==> src/ip_address_text_validator_top_defines.svh <==
// Assertion macros used by the top level of the address validator.
`ifndef IP_ADDRESS_TEXT_VALIDATOR_TOP_DEFINES_SVH
`define IP_ADDRESS_TEXT_VALIDATOR_TOP_DEFINES_SVH

// Check that a condition implies another in the same cycle.
`define IPV_ASSERT_SAME(label, ante, cons) \
  label: assert property (@(posedge clk) disable iff (rst) (ante) |-> (cons)) \
    else $error("address validator: same-cycle check failed");

// Check that a condition implies another in the next cycle.
`define IPV_ASSERT_NEXT(label, ante, cons) \
  label: assert property (@(posedge clk) disable iff (rst) (ante) |=> (cons)) \
    else $error("address validator: next-cycle check failed");

`endif

==> src/ipv_pkg.sv <==
// Shared types, character codes and limits of the address validator.
package ipv_pkg;

  // Address kinds carried in tuser bit 0
  localparam logic TYPE_V4 = 1'b0;
  localparam logic TYPE_V6 = 1'b1;

  // Separator characters
  localparam logic [7:0] CHAR_DOT   = 8'h2E;
  localparam logic [7:0] CHAR_COLON = 8'h3A;

  // Field limits
  localparam logic [2:0] V4_MAX_DIGITS  = 3'd3;
  localparam logic [3:0] V4_MAX_DOTS    = 4'd3;
  localparam logic [9:0] V4_MAX_BYTE    = 10'd255;
  localparam logic [2:0] V6_MAX_DIGITS  = 3'd4;
  localparam logic [3:0] V6_MAX_GROUPS  = 4'd8;
  localparam logic [3:0] V6_MAX_COMPACT = V6_MAX_GROUPS - 4'd1;

  // One character beat after the input register
  typedef struct packed {
    logic       address_type;
    logic       has_char;
    logic [7:0] char_code;
    logic       last;
  } beat_t;

  function automatic logic is_dec(input logic [7:0] c);
    return c inside {[8'h30:8'h39]};
  endfunction

  function automatic logic is_hex(input logic [7:0] c);
    return c inside {[8'h30:8'h39], [8'h41:8'h46], [8'h61:8'h66]};
  endfunction

endpackage

==> src/ipv_in_reg.sv <==
// Input register: holds one character beat until the scanner takes it.
module ipv_in_reg (
  input  logic          clk,
  input  logic          rst,
  input  logic          s_axis_tvalid,
  output logic          s_axis_tready,
  input  logic [7:0]    s_axis_tdata,   // [7:0] char_code
  input  logic [1:0]    s_axis_tuser,   // [0] address_type, [1] has_char
  input  logic          s_axis_tlast,
  input  logic          out_free,
  output ipv_pkg::beat_t beat,
  output logic          step
);
  import ipv_pkg::*;

  logic in_valid;

  // Advance the held beat unless it ends a string and the result slot is busy
  assign step          = in_valid && (!beat.last || out_free);
  assign s_axis_tready = !in_valid || step;

  // Hold the valid flag
  always_ff @(posedge clk) begin
    if (rst) begin
      in_valid <= 1'b0;
    end else if (s_axis_tvalid && s_axis_tready) begin
      in_valid <= 1'b1;
    end else if (step) begin
      in_valid <= 1'b0;
    end
  end

  // Capture the payload
  always_ff @(posedge clk) begin
    if (s_axis_tvalid && s_axis_tready) begin
      beat.address_type <= s_axis_tuser[0];
      beat.has_char     <= s_axis_tuser[1];
      beat.char_code    <= s_axis_tdata;
      beat.last         <= s_axis_tlast;
    end
  end

endmodule

==> src/ipv_scan.sv <==
// Scanner: running parse state and the verdict at the end of a string.
module ipv_scan (
  input  logic           clk,
  input  logic           rst,
  input  logic           step,
  input  ipv_pkg::beat_t beat,
  output logic           verdict
);
  import ipv_pkg::*;

  logic       failed, failed_next;
  logic [2:0] digit_count, digit_count_next;
  logic [9:0] byte_value, byte_value_next;
  logic [3:0] group_count, group_count_next;
  logic       seen_double_colon, seen_double_colon_next;
  logic       prev_was_colon, prev_was_colon_next;
  logic       lone_leading_colon, lone_leading_colon_next;
  logic       any_colon_seen, any_colon_seen_next;

  logic [13:0] times10;
  logic [7:0]  c;

  assign c       = beat.char_code;
  assign times10 = {1'b0, byte_value, 3'b000} + {3'b000, byte_value, 1'b0};

  // Apply one character
  always_comb begin
    failed_next             = failed;
    digit_count_next        = digit_count;
    byte_value_next         = byte_value;
    group_count_next        = group_count;
    seen_double_colon_next  = seen_double_colon;
    prev_was_colon_next     = prev_was_colon;
    lone_leading_colon_next = lone_leading_colon;
    any_colon_seen_next     = any_colon_seen;
    if (beat.has_char) begin
      if (beat.address_type == TYPE_V6) begin
        if (is_hex(c)) begin
          if (lone_leading_colon) failed_next = 1'b1;
          if (digit_count >= V6_MAX_DIGITS) begin
            failed_next = 1'b1;
          end else begin
            digit_count_next = digit_count + 3'd1;
          end
          prev_was_colon_next = 1'b0;
        end else if (c == CHAR_COLON) begin
          if (digit_count != 3'd0) begin
            // close a group
            if (group_count >= V6_MAX_GROUPS) begin
              failed_next = 1'b1;
            end else begin
              group_count_next = group_count + 4'd1;
            end
            digit_count_next    = 3'd0;
            prev_was_colon_next = 1'b1;
          end else if (prev_was_colon) begin
            // second colon of a double colon
            if (seen_double_colon) failed_next = 1'b1;
            seen_double_colon_next  = 1'b1;
            prev_was_colon_next     = 1'b0;
            lone_leading_colon_next = 1'b0;
          end else if (any_colon_seen) begin
            failed_next         = 1'b1;
            prev_was_colon_next = 1'b1;
          end else begin
            lone_leading_colon_next = 1'b1;
            prev_was_colon_next     = 1'b1;
          end
          any_colon_seen_next = 1'b1;
        end else begin
          failed_next = 1'b1;
        end
      end else begin
        if (is_dec(c)) begin
          if (digit_count >= V4_MAX_DIGITS) begin
            failed_next = 1'b1;
          end else begin
            digit_count_next = digit_count + 3'd1;
            byte_value_next  = times10[9:0] + {6'd0, c[3:0]};
          end
        end else if (c == CHAR_DOT) begin
          if (digit_count == 3'd0 || byte_value > V4_MAX_BYTE) failed_next = 1'b1;
          if (group_count >= V4_MAX_DOTS) begin
            failed_next = 1'b1;
          end else begin
            group_count_next = group_count + 4'd1;
          end
          digit_count_next = 3'd0;
          byte_value_next  = 10'd0;
        end else begin
          failed_next = 1'b1;
        end
      end
    end
  end

  // Judge the string as it stands after this character
  always_comb begin
    logic       fin_failed;
    logic [3:0] fin_groups;
    fin_failed = failed_next;
    fin_groups = group_count_next;
    verdict    = 1'b0;
    if (beat.address_type == TYPE_V6) begin
      if (digit_count_next != 3'd0) begin
        if (group_count_next >= V6_MAX_GROUPS) begin
          fin_failed = 1'b1;
        end else begin
          fin_groups = group_count_next + 4'd1;
        end
      end else if (prev_was_colon_next) begin
        fin_failed = 1'b1;
      end
      if (!fin_failed && any_colon_seen_next) begin
        verdict = seen_double_colon_next ? (fin_groups <= V6_MAX_COMPACT)
                                         : (fin_groups == V6_MAX_GROUPS);
      end
    end else begin
      if (digit_count_next == 3'd0 || byte_value_next > V4_MAX_BYTE) fin_failed = 1'b1;
      verdict = !fin_failed && (group_count_next == V4_MAX_DOTS);
    end
  end

  // Load the new state, or clear it once a string is judged
  always_ff @(posedge clk) begin
    if (rst || (step && beat.last)) begin
      failed             <= 1'b0;
      digit_count        <= 3'd0;
      byte_value         <= 10'd0;
      group_count        <= 4'd0;
      seen_double_colon  <= 1'b0;
      prev_was_colon     <= 1'b0;
      lone_leading_colon <= 1'b0;
      any_colon_seen     <= 1'b0;
    end else if (step) begin
      failed             <= failed_next;
      digit_count        <= digit_count_next;
      byte_value         <= byte_value_next;
      group_count        <= group_count_next;
      seen_double_colon  <= seen_double_colon_next;
      prev_was_colon     <= prev_was_colon_next;
      lone_leading_colon <= lone_leading_colon_next;
      any_colon_seen     <= any_colon_seen_next;
    end
  end

endmodule

==> src/ipv_out_reg.sv <==
// Result register: holds one verdict until the receiver takes it.
module ipv_out_reg (
  input  logic       clk,
  input  logic       rst,
  input  logic       load,
  input  logic       verdict,
  output logic       out_free,
  output logic       m_axis_tvalid,
  input  logic       m_axis_tready,
  output logic [7:0] m_axis_tdata   // [0] valid_res, [7:1] zero
);
  import ipv_pkg::*;

  logic out_valid;
  logic out_res;

  assign out_free      = !out_valid || m_axis_tready;
  assign m_axis_tvalid = out_valid;
  assign m_axis_tdata  = {7'd0, out_res};

  // Hold the result until taken
  always_ff @(posedge clk) begin
    if (rst) begin
      out_valid <= 1'b0;
    end else if (load) begin
      out_valid <= 1'b1;
    end else if (m_axis_tready) begin
      out_valid <= 1'b0;
    end
  end

  always_ff @(posedge clk) begin
    if (load) begin
      out_res <= verdict;
    end
  end

endmodule

==> src/ip_address_text_validator_top.sv <==
// Top level of the IPv4/IPv6 address text validator.
//
// Input stream: one character per beat. tdata[7:0] is the ASCII code,
// tuser[0] picks the address kind (0 IPv4, 1 IPv6), tuser[1] marks that the
// beat carries a character (low only for an empty string), tlast marks the
// final beat of a string.
// Output stream: one beat per string, tdata[0] is 1 when the text is a
// valid address of the given kind.
// Throughput: one character beat per cycle, strings back to back, unless a final beat waits for the result register.
// The edge that accepts the last beat loads the input register; the verdict
// then passes through the parse logic into the result register at an edge
// where that register is free, and the register drives m_axis_tvalid.
// Reset clears the parse state and both holding registers; nothing is
// pending afterward. While the receiver stalls, the result register holds
// its beat; characters of the next string keep flowing, and only a further
// final beat waits in the input register, which then drops s_axis_tready.
`include "ip_address_text_validator_top_defines.svh"

module ip_address_text_validator_top (
  input  logic       clk,
  input  logic       rst,
  input  logic       s_axis_tvalid,
  output logic       s_axis_tready,
  input  logic [7:0] s_axis_tdata,   // [7:0] char_code
  input  logic [1:0] s_axis_tuser,   // [0] address_type, [1] has_char
  input  logic       s_axis_tlast,   // last
  output logic       m_axis_tvalid,
  input  logic       m_axis_tready,
  output logic [7:0] m_axis_tdata    // [0] valid_res, [7:1] zero
);
  import ipv_pkg::*;

  beat_t beat;
  logic  step;
  logic  out_free;
  logic  verdict;
  logic  finish;

  assign finish = step && beat.last;

  ipv_in_reg u_in (
    .clk           (clk),
    .rst           (rst),
    .s_axis_tvalid (s_axis_tvalid),
    .s_axis_tready (s_axis_tready),
    .s_axis_tdata  (s_axis_tdata),
    .s_axis_tuser  (s_axis_tuser),
    .s_axis_tlast  (s_axis_tlast),
    .out_free      (out_free),
    .beat          (beat),
    .step          (step)
  );

  ipv_scan u_scan (
    .clk     (clk),
    .rst     (rst),
    .step    (step),
    .beat    (beat),
    .verdict (verdict)
  );

  ipv_out_reg u_out (
    .clk           (clk),
    .rst           (rst),
    .load          (finish),
    .verdict       (verdict),
    .out_free      (out_free),
    .m_axis_tvalid (m_axis_tvalid),
    .m_axis_tready (m_axis_tready),
    .m_axis_tdata  (m_axis_tdata)
  );

  // Input stalls only behind a waiting result
  `IPV_ASSERT_SAME(a_stall_cause, !s_axis_tready, m_axis_tvalid && !m_axis_tready)
  // A finished string shows its verdict on the next cycle
  `IPV_ASSERT_NEXT(a_finish_shows, finish, m_axis_tvalid)
  // A new verdict always follows a finished string
  `IPV_ASSERT_SAME(a_no_spurious, $rose(m_axis_tvalid), $past(finish))

endmodule
==> config.mk <==
export PLATFORM = sky130hd
export DESIGN_NAME = ip_address_text_validator_top
export DESIGN_NICKNAME = d
export VERILOG_FILES = /design/src/ipv_pkg.sv /design/src/ipv_in_reg.sv /design/src/ipv_scan.sv /design/src/ipv_out_reg.sv /design/src/ip_address_text_validator_top.sv
export VERILOG_INCLUDE_DIRS = /design/src /design/src/src
export SDC_FILE = /design/constraint.sdc
export NUM_CORES = 1
export LEC_CHECK = 0
export BUFFER_PORTS_ARGS = -buffer_cell sky130_fd_sc_hd__buf_2
export CAP_MARGIN = 20
export CORE_MARGIN = 5
export CORE_UTILIZATION = 55
export CTS_BUF_LIST = sky130_fd_sc_hd__clkbuf_2 sky130_fd_sc_hd__clkbuf_4 sky130_fd_sc_hd__clkbuf_8
export DETAILED_ROUTE_END_ITERATION = 12
export HOLD_SLACK_MARGIN = 0.05
export PLACE_DENSITY = 0.72
export SYNTH_ARGS = -nofsm -noshare
export SYNTH_HDL_FRONTEND = slang
export SYNTH_SLANG_ARGS = --single-unit
==> constraint.sdc <==
create_clock -name clk -period 4.1 [get_ports clk]
set_input_delay 0.615 -clock clk [delete_from_list [all_inputs] [get_ports clk]]
set_output_delay 0.615 -clock clk [all_outputs]
set_load 0.02 [all_outputs]
Word level (Yosys, flattened, before mapping):

Index checks and enable logic that the tools add are counted.

* bitwise operators: 2
* mux-type cells: 73
* reduce and logical (&&, ||, !) cells: 27
* eq/ne operators: 5
* magnitude comparators: 14
* add/subtract/negate cells: 5

Operator list (count)
* 2-to-1 mux 10 bit: 5
* 2-to-1 mux 4 bit: 12
* 2-to-1 mux 1 bit: 47
* 2-to-1 mux 3 bit: 9
* greater-than comparator 10 x 8 -> 1 bit (second input constant): 2
* equality test 8 x 6 -> 1 bit (second input constant): 2
* greater-or-equal comparator 8 x 7 -> 1 bit (second input constant): 2
* less-or-equal comparator 8 x 7 -> 1 bit (second input constant): 2
* adder 10 bit: 1
* adder 10 x 4 -> 10 bit: 1
* nonzero test 3 bit: 3
* adder 4 x 1 -> 4 bit (second input constant): 2
* greater-or-equal comparator 4 bit (second input constant): 2
* greater-or-equal comparator 8 x 6 -> 1 bit (second input constant): 1
* less-or-equal comparator 8 x 6 -> 1 bit (second input constant): 1
* logical AND 1 bit: 8
* AND reduction 7 bit: 1
* logical NOT 3 bit: 2
* logical OR 1 bit: 6
* logical NOT 1 bit: 5
* equality test 4 x 2 -> 1 bit (second input constant): 1
* equality test 4 bit (second input constant): 1
* greater-or-equal comparator 4 x 2 -> 1 bit (second input constant): 1
* less-or-equal comparator 4 x 3 -> 1 bit (second input constant): 1
* 6 further kinds: 8

* output and inout port bits: 10
* flip-flop bits (word level): 36
* word-level logic and storage cells: 141
* input port bits: 15

Depth between registers and ports, before layout:

Gate-level depths: netlist of the first run.

* depth in word-level cells: 15
* depth in mapped cells: 15
* gate-level depth less buffers: 14

Hierarchy:

From an unflattened synthesis of the first run, not the netlist that was laid out.

* cell total of the unflattened synthesis: 293
* area total of the unflattened synthesis: 2606.2 µm²

Modules (own cells, without submodules)
* ipv_scan: cells each 260, area an instance 2057.0 µm², instances 1, sequential area each 440.4 µm²
* ipv_in_reg: cells each 18, area an instance 402.9 µm², instances 1, sequential area each 350.3 µm²
* ipv_out_reg: cells each 14, area an instance 140.1 µm², instances 1, sequential area each 50.0 µm²
* ip_address_text_validator_top: cells each 1, area an instance 6.3 µm², instances 1, sequential area each 0.0 µm²

Least setup slack after synthesis of the first run:

OpenSTA, ideal clock, no wires.

* kind: reg-to-reg
* start: register, netlist name u_in.beat[4]
* end: register u_out.out_res, data pin
* library setup time: 130 ps
* data arrival time: 2760 ps
* buffers on the path: 0
* slack: 1210 ps
* cell stages (with the launch flop): 13
* data required time: 3970 ps
* period minus slack after synthesis: 2890 ps
* path through: edfxtp_1 -> inv_1 -> fa_1 -> inv_1 -> fa_1 -> a21o_1 -> a21oi_1 -> o21bai_1 -> a21oi_1 -> xnor2_1 -> a311o_1 -> o32a_1 -> nand2_1

* longest elaborated chain between the ends: 14
* elaborated cells between the ends (all ways): 73
* those cells by class: add/sub: 2; order compare: 9; eq/ne: 4; mux: 47; reduce/logical: 11

Ends and longest elaborated chain
* greater-or-equal comparator 8 x 6 -> 1 bit, or another cell as far along: line ipv_pkg.sv:29, ipv_pkg.sv:33
* logical AND 1 bit, on equally long branches: line ipv_pkg.sv:29, ipv_pkg.sv:33
* nonzero test 3 bit: line ipv_pkg.sv:33 `return c inside {[8'h30:8'h39], [8'h41:8'h46], [8'h61:8'h66]};`
* 2-to-1 mux 4 bit: line ipv_scan.sv:38 `if (is_hex(c)) begin`
* 2-to-1 mux 4 bit: line ipv_scan.sv:37 `if (beat.address_type == TYPE_V6) begin`
* 2-to-1 mux 4 bit: line ipv_scan.sv:36 `if (beat.has_char) begin`
* adder 4 x 1 -> 4 bit or greater-or-equal comparator 4 bit (tied branches): line ipv_scan.sv:109, ipv_scan.sv:106
* 2-to-1 mux 4 bit or 2-to-1 mux 1 bit (tied branches): line ipv_scan.sv:106 `if (group_count_next >= V6_MAX_GROUPS) begin`
* 2-to-1 mux 4 bit or 2-to-1 mux 1 bit (tied branches): line ipv_scan.sv:105 `if (digit_count_next != 3'd0) begin`
* 2-to-1 mux 4 bit or 2-to-1 mux 1 bit (tied branches): line ipv_scan.sv:104 `if (beat.address_type == TYPE_V6) begin`
* less-or-equal comparator 4 x 3 -> 1 bit, or another cell as far along: line ipv_scan.sv:115 `verdict = seen_double_colon_next ? (fin_groups <= V6_MAX_COMPACT)`
* 2-to-1 mux 1 bit or logical AND 1 bit (tied branches): line ipv_scan.sv:115, ipv_scan.sv:114
* 2-to-1 mux 1 bit: line ipv_scan.sv:114 `if (!fin_failed && any_colon_seen_next) begin`
* 2-to-1 mux 1 bit *: line ipv_scan.sv:104
* named net u_out.verdict: line ipv_out_reg.sv:6 `input logic verdict,`
* end signal, assigned: line ipv_out_reg.sv:34 `out_res <= verdict;`
* end, declared: line ipv_out_reg.sv:15 `logic out_res;`

The timed path passes the listed nets; every way through them passes the cells marked *. The select of a mux whose other input is x is not followed.
A chain may end at the register's enable or synchronous reset.

Final worst setup path of the first run:

* start: register, netlist name u_in.beat[8]
* end: register u_out.out_res, data pin

* longest elaborated chain between the ends: 14
* elaborated cells between the ends (all ways): 71
* those cells by class: add/sub: 1; order compare: 9; eq/ne: 4; mux: 46; reduce/logical: 11

Ends and longest elaborated chain
* greater-or-equal comparator 8 x 6 -> 1 bit, or another cell as far along: line ipv_pkg.sv:29, ipv_pkg.sv:33
* logical AND 1 bit, on equally long branches: line ipv_pkg.sv:29, ipv_pkg.sv:33
* nonzero test 3 bit: line ipv_pkg.sv:33
* 2-to-1 mux 4 bit: line ipv_scan.sv:38
* 2-to-1 mux 4 bit *: line ipv_scan.sv:37
* 2-to-1 mux 4 bit *: line ipv_scan.sv:36
* named net u_scan.group_count_next[1]: line ipv_scan.sv:14 `logic [3:0] group_count, group_count_next;`
* adder 4 x 1 -> 4 bit or greater-or-equal comparator 4 bit (tied branches): line ipv_scan.sv:109, ipv_scan.sv:106
* 2-to-1 mux 4 bit or 2-to-1 mux 1 bit (tied branches): line ipv_scan.sv:106
* 2-to-1 mux 4 bit or 2-to-1 mux 1 bit (tied branches): line ipv_scan.sv:105
* 2-to-1 mux 4 bit or 2-to-1 mux 1 bit (tied branches): line ipv_scan.sv:104
* less-or-equal comparator 4 x 3 -> 1 bit, or another cell as far along: line ipv_scan.sv:115
* 2-to-1 mux 1 bit or logical AND 1 bit (tied branches): line ipv_scan.sv:115, ipv_scan.sv:114
* 2-to-1 mux 1 bit: line ipv_scan.sv:114
* 2-to-1 mux 1 bit *: line ipv_scan.sv:104
* named net u_out.verdict: line ipv_out_reg.sv:6

Marked as above.

==> impl_metrics.toml, run 1 <==
[timing]
finClkSkew_ns = 0.0100
slew_headroom_pct = 58.1
final.min_clock_period_ns = 3.09
rsz0062_at_grt = "no"
hold_violations = 0
maxSlewViolCount = 0
hold_slack_ns = 0.494
fin_crit_sh_pct = 75.4
finalSetupViolCount = 0
fmax_mhz = 323
finalWorstSetupSlack_ns = 1.01
tightest_slew_ns = 0.626
fin_tns_setup_ns = 0

[floorplan]
initial_core_util_pct = 56.1
die_x_microns = 79.2
core.rowCount = 25
ios = 25
die_h_microns = 79.2
coreArea_sq_um = 4690
die_area_sq_um = 6270

[hold_path]
worstHoldPathCells = 2
hold_path.class = "flop to flop"
hold_end = "u_scan.byte_value[1]"
holdCritStartpoint = "u_scan.byte_value[1]"

[synth]
synth-xor-area-share_pct = 4.85
synth_area_per_cell_sq_um = 9.02
synth_edf_count = 12
ys_top_cells_by_count = "32 x nand2_1, 29 x nor2_1, 24 x a21oi_1, 24 x dfxtp_1, 22 x ha_1"
ys_async_sr_fraction_pct = 0
yosys_register_bits = 36
yosysSeqAreaShare_pct = 31.9
syn_inst = 292
synth_compound_area_share_pct = 19.1
synthMuxAreaShare_pct = 0
ys_top_cells_by_area = "dfxtp_1 18%, edfxtp_1 14%, ha_1 10%"
synth_top_area_share_pct = 18.2
ys_warn_count = 0
yosys.area_share.simple_pct = 25.9
synthDistinctLibCells = 68
yosys.area_share.adder_pct = 12.0
synth.most_common_cell = "nand2_1"
synth_top_flop_cell = "dfxtp_1"
synth_area_sq_um = 2630
synth_area_leader_cell = "dfxtp_1"
synth_top_family_by_area = "simple AND/OR/NAND/NOR gates"

[routing]
vias_per_cell = 6.04
via_count = 2197
ant_nets = 0
drtIter0Drc = 191
wl_mm = 5.69
wl_per_cell_microns = 15.6
drcViolationCount = 0
dr.pass1.iters = 5

[clocking]
cts_sinks = 36
clk_latency_ns = 0.29
cts_resized = 0
ctsRootBufferMaster = "clkbuf_8"
clock_path_buffers = 2
cts_buffers = 5
cts_setup_buffers = 0
cts_hold_buf = 0
clk_pin_slew_ns = 0.08
htreeDepth = 2
cts_tree = "built"

[pwr]
leakage_nw = 1.13
power_per_cell_area_nw_per_um2 = 271
p_sw_share_pct = 25.4
power_frac_seq_pct = 51.7
power_frac_comb_pct = 10.3
p_clk_share_pct = 38.0
p_sw_uw = 193
p_int_uw = 568
vdd_drop_max_uv = 252

[placed_design]
dp_worst_setup_slack_ns = 1.04
place_congestion = 0.919
dp.final_hpwl_mm = 4.36
port_buffers = 17
placed_cells = 355

[global_routing]
antenna_found_initial = 0
grt_max_degree = 14
grt_pass1_vias = 2022
grt-ovfl-total = 0
grt_pass1_wl_mm = 9.57
grt_use_total_pct = 19.1

[critical_path]
critical_path.max_fanout = 9
rrSetupSlack_ns = 1.01
r2r_cells = 10
r2r_start = "u_in.beat[8]"
critPathKind = "flop to flop"
end_kind = "flop"
cp.arrival_ns = 3.26
crit_path_start_kind = "flop"
rr_endpoint = "u_out.out_res"
required_ns = 4.27

[final_layout]
layout-drive-gt1-share_pct = 13.9
layout.cells.non_filler = 364
antenna_cells = 0
finalNetCount = 348
area.growth.synth_to_final_pct = 6.75

[run]
cap_violations = 0

[run_status]
outcome = "finished, final reports clean"
-- critical path: stages, from the launching register on --
cell	delay, ns
edfxtp_1	0.46
and4bb_1	0.50
nand4_1	0.14
a21oi_1	0.38
nand2_1	0.09
o21ai_0	0.16
ha_1	0.25
or4b_1	0.44
a311o_1	0.32
o32a_1	0.17
nand2_1	0.07
-- state kept, by name, summed over array words and instances, names as in the netlist --
name                       count
u_scan.group_count             4
u_scan.seen_double_colon       1
u_in.beat                     11
u_in.in_valid                  1
u_scan.lone_leading_colon      1
u_scan.prev_was_colon          1
u_scan.any_colon_seen          1
u_scan.byte_value             10
u_out.out_res                  1
u_scan.failed                  1
u_scan.digit_count             3
u_out.m_axis_tvalid            1
-- power by group through the flow --
stage	sequential [mW]	combinational (mW)	clock (mW)
6_report	0.394	0.0783	0.289
5_1_grt	0.395	0.0860	0.311
4_1_cts	0.394	0.0768	0.298
3_5_place_dp	0.402	0.0764	0
3_3_place_gp	0.402	0.0759	0
2_1_floorplan	0.395	0.0684	0
-- logic make-up after synthesis --
family,count (synthesis)
adders and majority gates,24
other,1
buffers and inverters,28
DFF,36
and+or+nand+nor,118
AOI/OAI and AO/OA,72
xor gates and xnor gates,13
-- layout by cell type (no fill, tap or decap), types with 7 or more instances in the layout --
| master | n |
|---|---|
| nand2_1 | 32 |
| ha_1 | 22 |
| dfxtp_1 | 24 |
| buf_2 | 17 |
| inv_1 | 14 |
| xnor2_1 | 10 |
| edfxtp_1 | 12 |
| conb_1 | 7 |
| clkbuf_8 | 7 |
| nand3_1 | 9 |
| nor2_1 | 29 |
| a21oi_1 | 24 |
-- how the worst max path moves through the flow --
| stage | cells past startpoint | to | from |
|---|---|---|---|
| after CTS | 10 | u_out.out_res | u_in.beat[8] |
| after floorplan | 12 | u_out.out_res | u_in.beat[4] |
| final | 10 | u_out.out_res | u_in.beat[8] |
| after global routing | 12 | u_out.out_res | u_in.beat[4] |
| after global placement | 12 | u_out.out_res | u_in.beat[4] |
| after detailed placement | 10 | u_out.out_res | u_in.beat[8] |
-- per-layer routing --
layer  vias up  part of all wire (%)  global-route usage [%]
li1       1088                     -                       -
met1      1026                    49                    27.1
met2        75                    44                    29.5
met3         8                   5.5                    2.83
met4         0                   1.2                    6.70
met5         -                     0                       0
-- per-stage QoR --
| step | power, mW | utilization (%) | instance area, sq um |
|---|---|---|---|
| 3_5_place_dp | 0.478 | 57.5 | 2700 |
| 5_1_grt | 0.792 | 59.9 | 2810 |
| 6_report | 0.762 | 59.9 | 2810 |
| 3_3_place_gp | 0.478 | 57.5 | 2700 |
| 4_1_cts | 0.769 | 59.8 | 2800 |
| 2_1_floorplan | 0.463 | - | 2660 |
-- cell type report --
class                      instances  area, sq um
fill                             430         1880
sequential                        36          841
inverter                          14         52.6
clock buffer                       8          104
timing repair buffer              18         92.6
multi-input combinational        234         1650
tap                               54         67.6
No activity file was read; power rests on OpenSTA's default activity.
==> run 2, diff against run 1 <==
PLACE_DENSITY = 0.75   (was 0.72)
clock period = 2.78 ns   (was 4.1 ns; I/O delays follow)
==> run 2 against run 1 <==
Against the previous run:
- clock power increased by 64%
- the flow now finishes with violations (negative setup slack)
- critical path depth decreased by 1
- largest power group unchanged
- setup slack got worse by 1.0 ns
- critical path type unchanged
- via count increased by 6.2%
- fmax increased by 10%
- sequential share of layout area decreased by 3.1 points
- utilization increased by 7.2 points
- register-to-register slack got worse by 1.0 ns
- routed wire length increased by 10%
==> impl_metrics.toml, run 2 (synthesized netlist as in run 1, its figures left out) <==
[run_status]
outcome = "finished with violations"
violations = "negative setup slack"

[final_layout]
layout-drive-gt1-share_pct = 26.8
finalNetCount = 385
regArea_sq_um = 843
largestRegisters = "u_in.beat: 11 flops, u_scan.byte_value: 10 flops, u_scan.group_count: 4 flops"
filler_cell_count = 376
layout.cells.non_filler = 401
final_common_cell = "buf_4"
largest-register = "u_in.beat"
area.growth.synth_to_final_pct = 19.6
layout.cells.most_common_list = "38 x buf_4, 32 x nand2_1, 29 x nor2_1, 22 x dfxtp_1, 21 x a21oi_1"
antenna_cells = 0
multi_input_area_sq_um = 1700
largest_register_ffs = 11

[global_routing]
antenna_found_initial = 0
grt_max_degree = 14
grt_pass1_wl_mm = 10.8
grt_use_total_pct = 21.8
grt_pass1_vias = 2342
grt-ovfl-total = 0

[hold_path]
holdCritStartpoint = "s_axis_tdata[5]"
worstHoldPathCells = 1
hold_path.class = "primary input to flop"

[timing]
fin_tns_setup_ns = -0.0233
finalSetupViolCount = 1
fmax_mhz = 357
finalWorstSetupSlack_ns = -0.0233
maxSlewViolCount = 0
slew_headroom_pct = 64.1
finClkSkew_ns = 0.00735
fin_crit_sh_pct = 101
final.min_clock_period_ns = 2.80
hold_violations = 0
rsz0062_at_grt = "yes"
tightest_slew_ns = 0.535
hold_slack_ns = 0.296

[critical_path]
end_kind = "flop"
critPathMaxStageDelay_ns = 0.47
crit_path_start_kind = "flop"
crit_path_frequent_cell = "or3_4"
critPathKind = "flop to flop"
crit_start = "u_in.beat[3]"
cp.arrival_ns = 2.86
crit_slowest_cell = "edfxtp_1"
r2r_cells = 9
required_ns = 2.83
critical_path.max_fanout = 4
path_cells = "buf_4 -> or3_4 -> and3_4 -> nor4_1 -> o31ai_2 -> or3_4 -> o211ai_2 -> o32a_1 -> nand2_1"
r2r_start = "u_in.beat[3]"

[routing]
drtIter0Drc = 172
drcViolationCount = 0
via_count = 2334
vias_per_cell = 5.82
dr.pass1.iters = 5
ant_nets = 0
wl_mm = 6.25
wl_per_cell_microns = 15.6

[floorplan]
die_h_microns = 79.2
coreArea_sq_um = 4690
core.rowCount = 25
initial_core_util_pct = 56.1
ios = 25
die_x_microns = 79.2
die_area_sq_um = 6270

[placed_design]
dp.final_hpwl_mm = 4.82
port_buffers = 17
placed_cells = 388
place_congestion = 0.948

[clocking]
ctsRootBufferMaster = "clkbuf_8"
clk_latency_ns = 0.30
clock_path_buffers = 2
cts_hold_buf = 0
cts_buffers = 5
cts_tree = "built"
htreeDepth = 2
cts_sinks = 36
clk_pin_slew_ns = 0.07

[run]
cap_violations = 0

[pwr]
vdd_drop_max_uv = 364
power_per_cell_area_nw_per_um2 = 380
leakage_nw = 1.32
p_total_mw = 1.20
[run 2: worst max-delay path: cells and delay by family (launching register included)]
family / cells / cell delay [ns]
and+or+nand+nor: 5 / 1.40
buffers and inverters: 1 / 0.19
AOI/OAI and AO/OA: 3 / 0.51
DFF: 1 / 0.47
[run 2: area by class of cell]
type                            count  share of cell area [%]
Tap cell                           54                    2.15
Timing Repair Buffer               55                    11.8
Clock inverter                      3                    1.47
Inverter                           14                    1.67
Sequential cell                    36                    26.8
Multi-Input combinational cell    234                    54.0
Clock buffer                        5                    2.19
[run 2: what timing repair did]
| action | in CTS | in global routing |
|---|---|---|
| resized for setup | 10 | 1 |
| pin swaps | 12 | 1 |
| endpoints found under the hold margin | 0 | 0 |
| setup endpoints to repair | 1 | 2 |
| buffers inserted | 4 | 0 |
[run 2: layer usage]
layer | routed length [microns] | global-route usage, %
met1 | 2870 | 28.7
met5 | 0 | 0
met4 | 91 | 6.87
met2 | 2920 | 36.8
met3 | 376 | 3.40
[run 2: worst paths after layout]
| check | end | slack [ns] |
|---|---|---|
| worst max-delay path | u_out.out_res | -0.02 |
| worst min-delay path | u_in.beat[6] | 0.30 |
| worst max register to register | u_out.out_res | -0.02 |
| worst min register to register | u_scan.byte_value[0] | 0.47 |
[run 2: where the power goes]
group | switching [mW] | leakage (nW) | internal (mW)
clock network | 0.205 | 0.0548 | 0.270
registers | 0.0120 | 0.312 | 0.558
logic | 0.0887 | 0.955 | 0.0642
total | 0.305 | 1.32 | 0.892
[run 2: through the flow]
stage / worst slack (ns) / utilization, % / instance area [sq um]
6_report: -0.0233 / 67.1 / 3150
5_1_grt: -0.183 / 67.1 / 3150
4_1_cts: 0.00232 / 66.9 / 3140
3_5_place_dp: -0.0674 / 63.0 / 2960
3_3_place_gp: -0.0175 / 63.0 / 2960
2_1_floorplan: 0.0370 / - / 2670
==> run 3, diff against run 2 <==
CORE_UTILIZATION = 56   (was 55)
PLACE_DENSITY = 0.76   (was 0.75)
==> run 3 against run 2 <==
Against the previous run:
- the run still ends with negative setup slack left
- total power rose by 0.70%
- largest cell class unchanged
- global-route usage rose by 0.71 points
- first-iteration DRC count fell by 27%
- utilization rose by 1.8 points
- cell area rose by 1.4%
- clock-buffer cell count rose by 1
==> impl_metrics.toml, run 3 (synthesized netlist as in run 1, its figures left out) <==
[run_status]
outcome = "finished with violations"
violations = "negative setup slack"

[clocking]
cts_sinks = 36
cts_tree = "built"
clk_latency_ns = 0.29
clock_path_buffers = 2
htreeDepth = 2
ctsRootBufferMaster = "clkbuf_8"
clk_pin_slew_ns = 0.08
cts_buffers = 5
cts_hold_buf = 0

[final_layout]
largestRegisters = "u_in.beat: 11 flops, u_scan.byte_value: 10 flops, u_scan.group_count: 4 flops"
finalNetCount = 389
final_common_cell = "buf_4"
antenna_cells = 0
layout.cells.non_filler = 405
layout.cells.most_common_list = "41 x buf_4, 32 x nand2_1, 29 x nor2_1, 22 x dfxtp_1, 21 x a21oi_1"
layout-drive-gt1-share_pct = 28.2
multi_input_area_sq_um = 1710
regArea_sq_um = 843
area.growth.synth_to_final_pct = 21.2
filler_cell_count = 365
largest_register_ffs = 11
largest-register = "u_in.beat"

[critical_path]
critPathMaxStageDelay_ns = 0.43
rrSetupSlack_ns = -0.002
path_cells = "ha_1 -> ha_1 -> a211o_1 -> nor3_4 -> o31ai_1 -> a32o_1 -> or3_4 -> o211ai_2 -> o32a_1 -> nand2_1"
r2r_start = "u_scan.digit_count[1]"
required_ns = 2.83
endpoint = "u_out.out_res"
rr_endpoint = "u_out.out_res"
end_kind = "flop"
crit_path_frequent_cell = "ha_1"
crit_start = "u_scan.digit_count[1]"
critPathKind = "flop to flop"
crit_path_start_kind = "flop"
r2r_cells = 10
cp.arrival_ns = 2.83
crit_slowest_cell = "or3_4"
critical_path.max_fanout = 4

[global_routing]
grt_max_degree = 14
antenna_found_initial = 0
grt-ovfl-total = 0
grt_pass1_wl_mm = 11.0
grt_use_total_pct = 22.5
grt_pass1_vias = 2335

[placed_design]
place_congestion = 0.925
port_buffers = 17
placed_cells = 392
dp.final_hpwl_mm = 4.94
dp_worst_setup_slack_ns = -0.0901

[routing]
drtIter0Drc = 126
wl_mm = 6.50
drcViolationCount = 0
wl_per_cell_microns = 16.1
vias_per_cell = 5.95
dr.pass1.iters = 4
via_count = 2409
ant_nets = 0

[timing]
slew_headroom_pct = 60.4
finalSetupViolCount = 1
tightest_slew_ns = 0.590
final.min_clock_period_ns = 2.78
fmax_mhz = 360
hold_violations = 0
finClkSkew_ns = 0.00699
rsz0062_at_grt = "yes"
fin_crit_sh_pct = 100
maxSlewViolCount = 0
fin_tns_setup_ns = -0.00162
hold_slack_ns = 0.301
finalWorstSetupSlack_ns = -0.00162

[floorplan]
core.rowCount = 25
coreArea_sq_um = 4630
die_area_sq_um = 6170
initial_core_util_pct = 56.9
ios = 25
die_h_microns = 78.6
die_x_microns = 78.6

[run]
cap_violations = 0

[pwr]
leakage_nw = 1.34
power_per_cell_area_nw_per_um2 = 378
vdd_drop_max_uv = 361

[hold_path]
worstHoldPathCells = 1
hold_path.class = "primary input to flop"
## run 3: worst min path at each step
| stage | from | endpoint | slack, ns |
|---|---|---|---|
| floorplan | u_scan.byte_value[5] | u_scan.byte_value[5] | 0.45 |
| global placement | u_scan.byte_value[0] | u_scan.byte_value[0] | 0.46 |
| detailed placement | u_scan.byte_value[0] | u_scan.byte_value[0] | 0.47 |
| CTS | s_axis_tlast | u_in.beat[0] | 0.30 |
| global route | s_axis_tdata[2] | u_in.beat[3] | 0.29 |
| finish | s_axis_tlast | u_in.beat[0] | 0.30 |
## run 3: critical path: cells and delay by family, from the launching register on
kind            cells  cell delay, ns
flops               1            0.34
compound gates      5            1.04
fa+ha+maj           2            0.44
simple gates        3            0.72
## run 3: power by group
group	internal (mW)	switching, mW
combinational	0.0707	0.0931
sequential	0.558	0.0132
clock	0.276	0.195
## run 3: per-stage QoR
| step | utilization (%) | cell area, sq um | total power [mW] |
|---|---|---|---|
| floorplan | - | 2670 | 0.683 |
| global placement | 64.5 | 2990 | 0.732 |
| detailed placement | 64.5 | 2990 | 0.736 |
| CTS | 67.7 | 3140 | 1.21 |
| global route | 68.9 | 3190 | 1.25 |
| finish | 68.9 | 3190 | 1.21 |
## run 3: final cells by class
| type | instances | area share (%) |
|---|---|---|
| inverters | 14 | 1.65 |
| well taps | 54 | 2.12 |
| clock buffers | 6 | 2.39 |
| clock inverters | 2 | 1.10 |
| flip-flops and latches | 36 | 26.4 |
| repair buffers | 59 | 12.7 |
| multi-input cells | 234 | 53.7 |
## run 3: timing repair
item	in CTS	in global routing
pin swaps	8	13
cloned	0	0
setup endpoints to repair	1	1
buffers inserted	3	1
resized for setup	6	9
## run 3: per-layer routing
layer	vias up	track usage, %	wire length [microns]
met3	11	5.39	393
met2	86	37.4	3040
met1	1137	28.6	2960
met4	0	7.69	106
li1	1175	-	-
met5	-	0	0
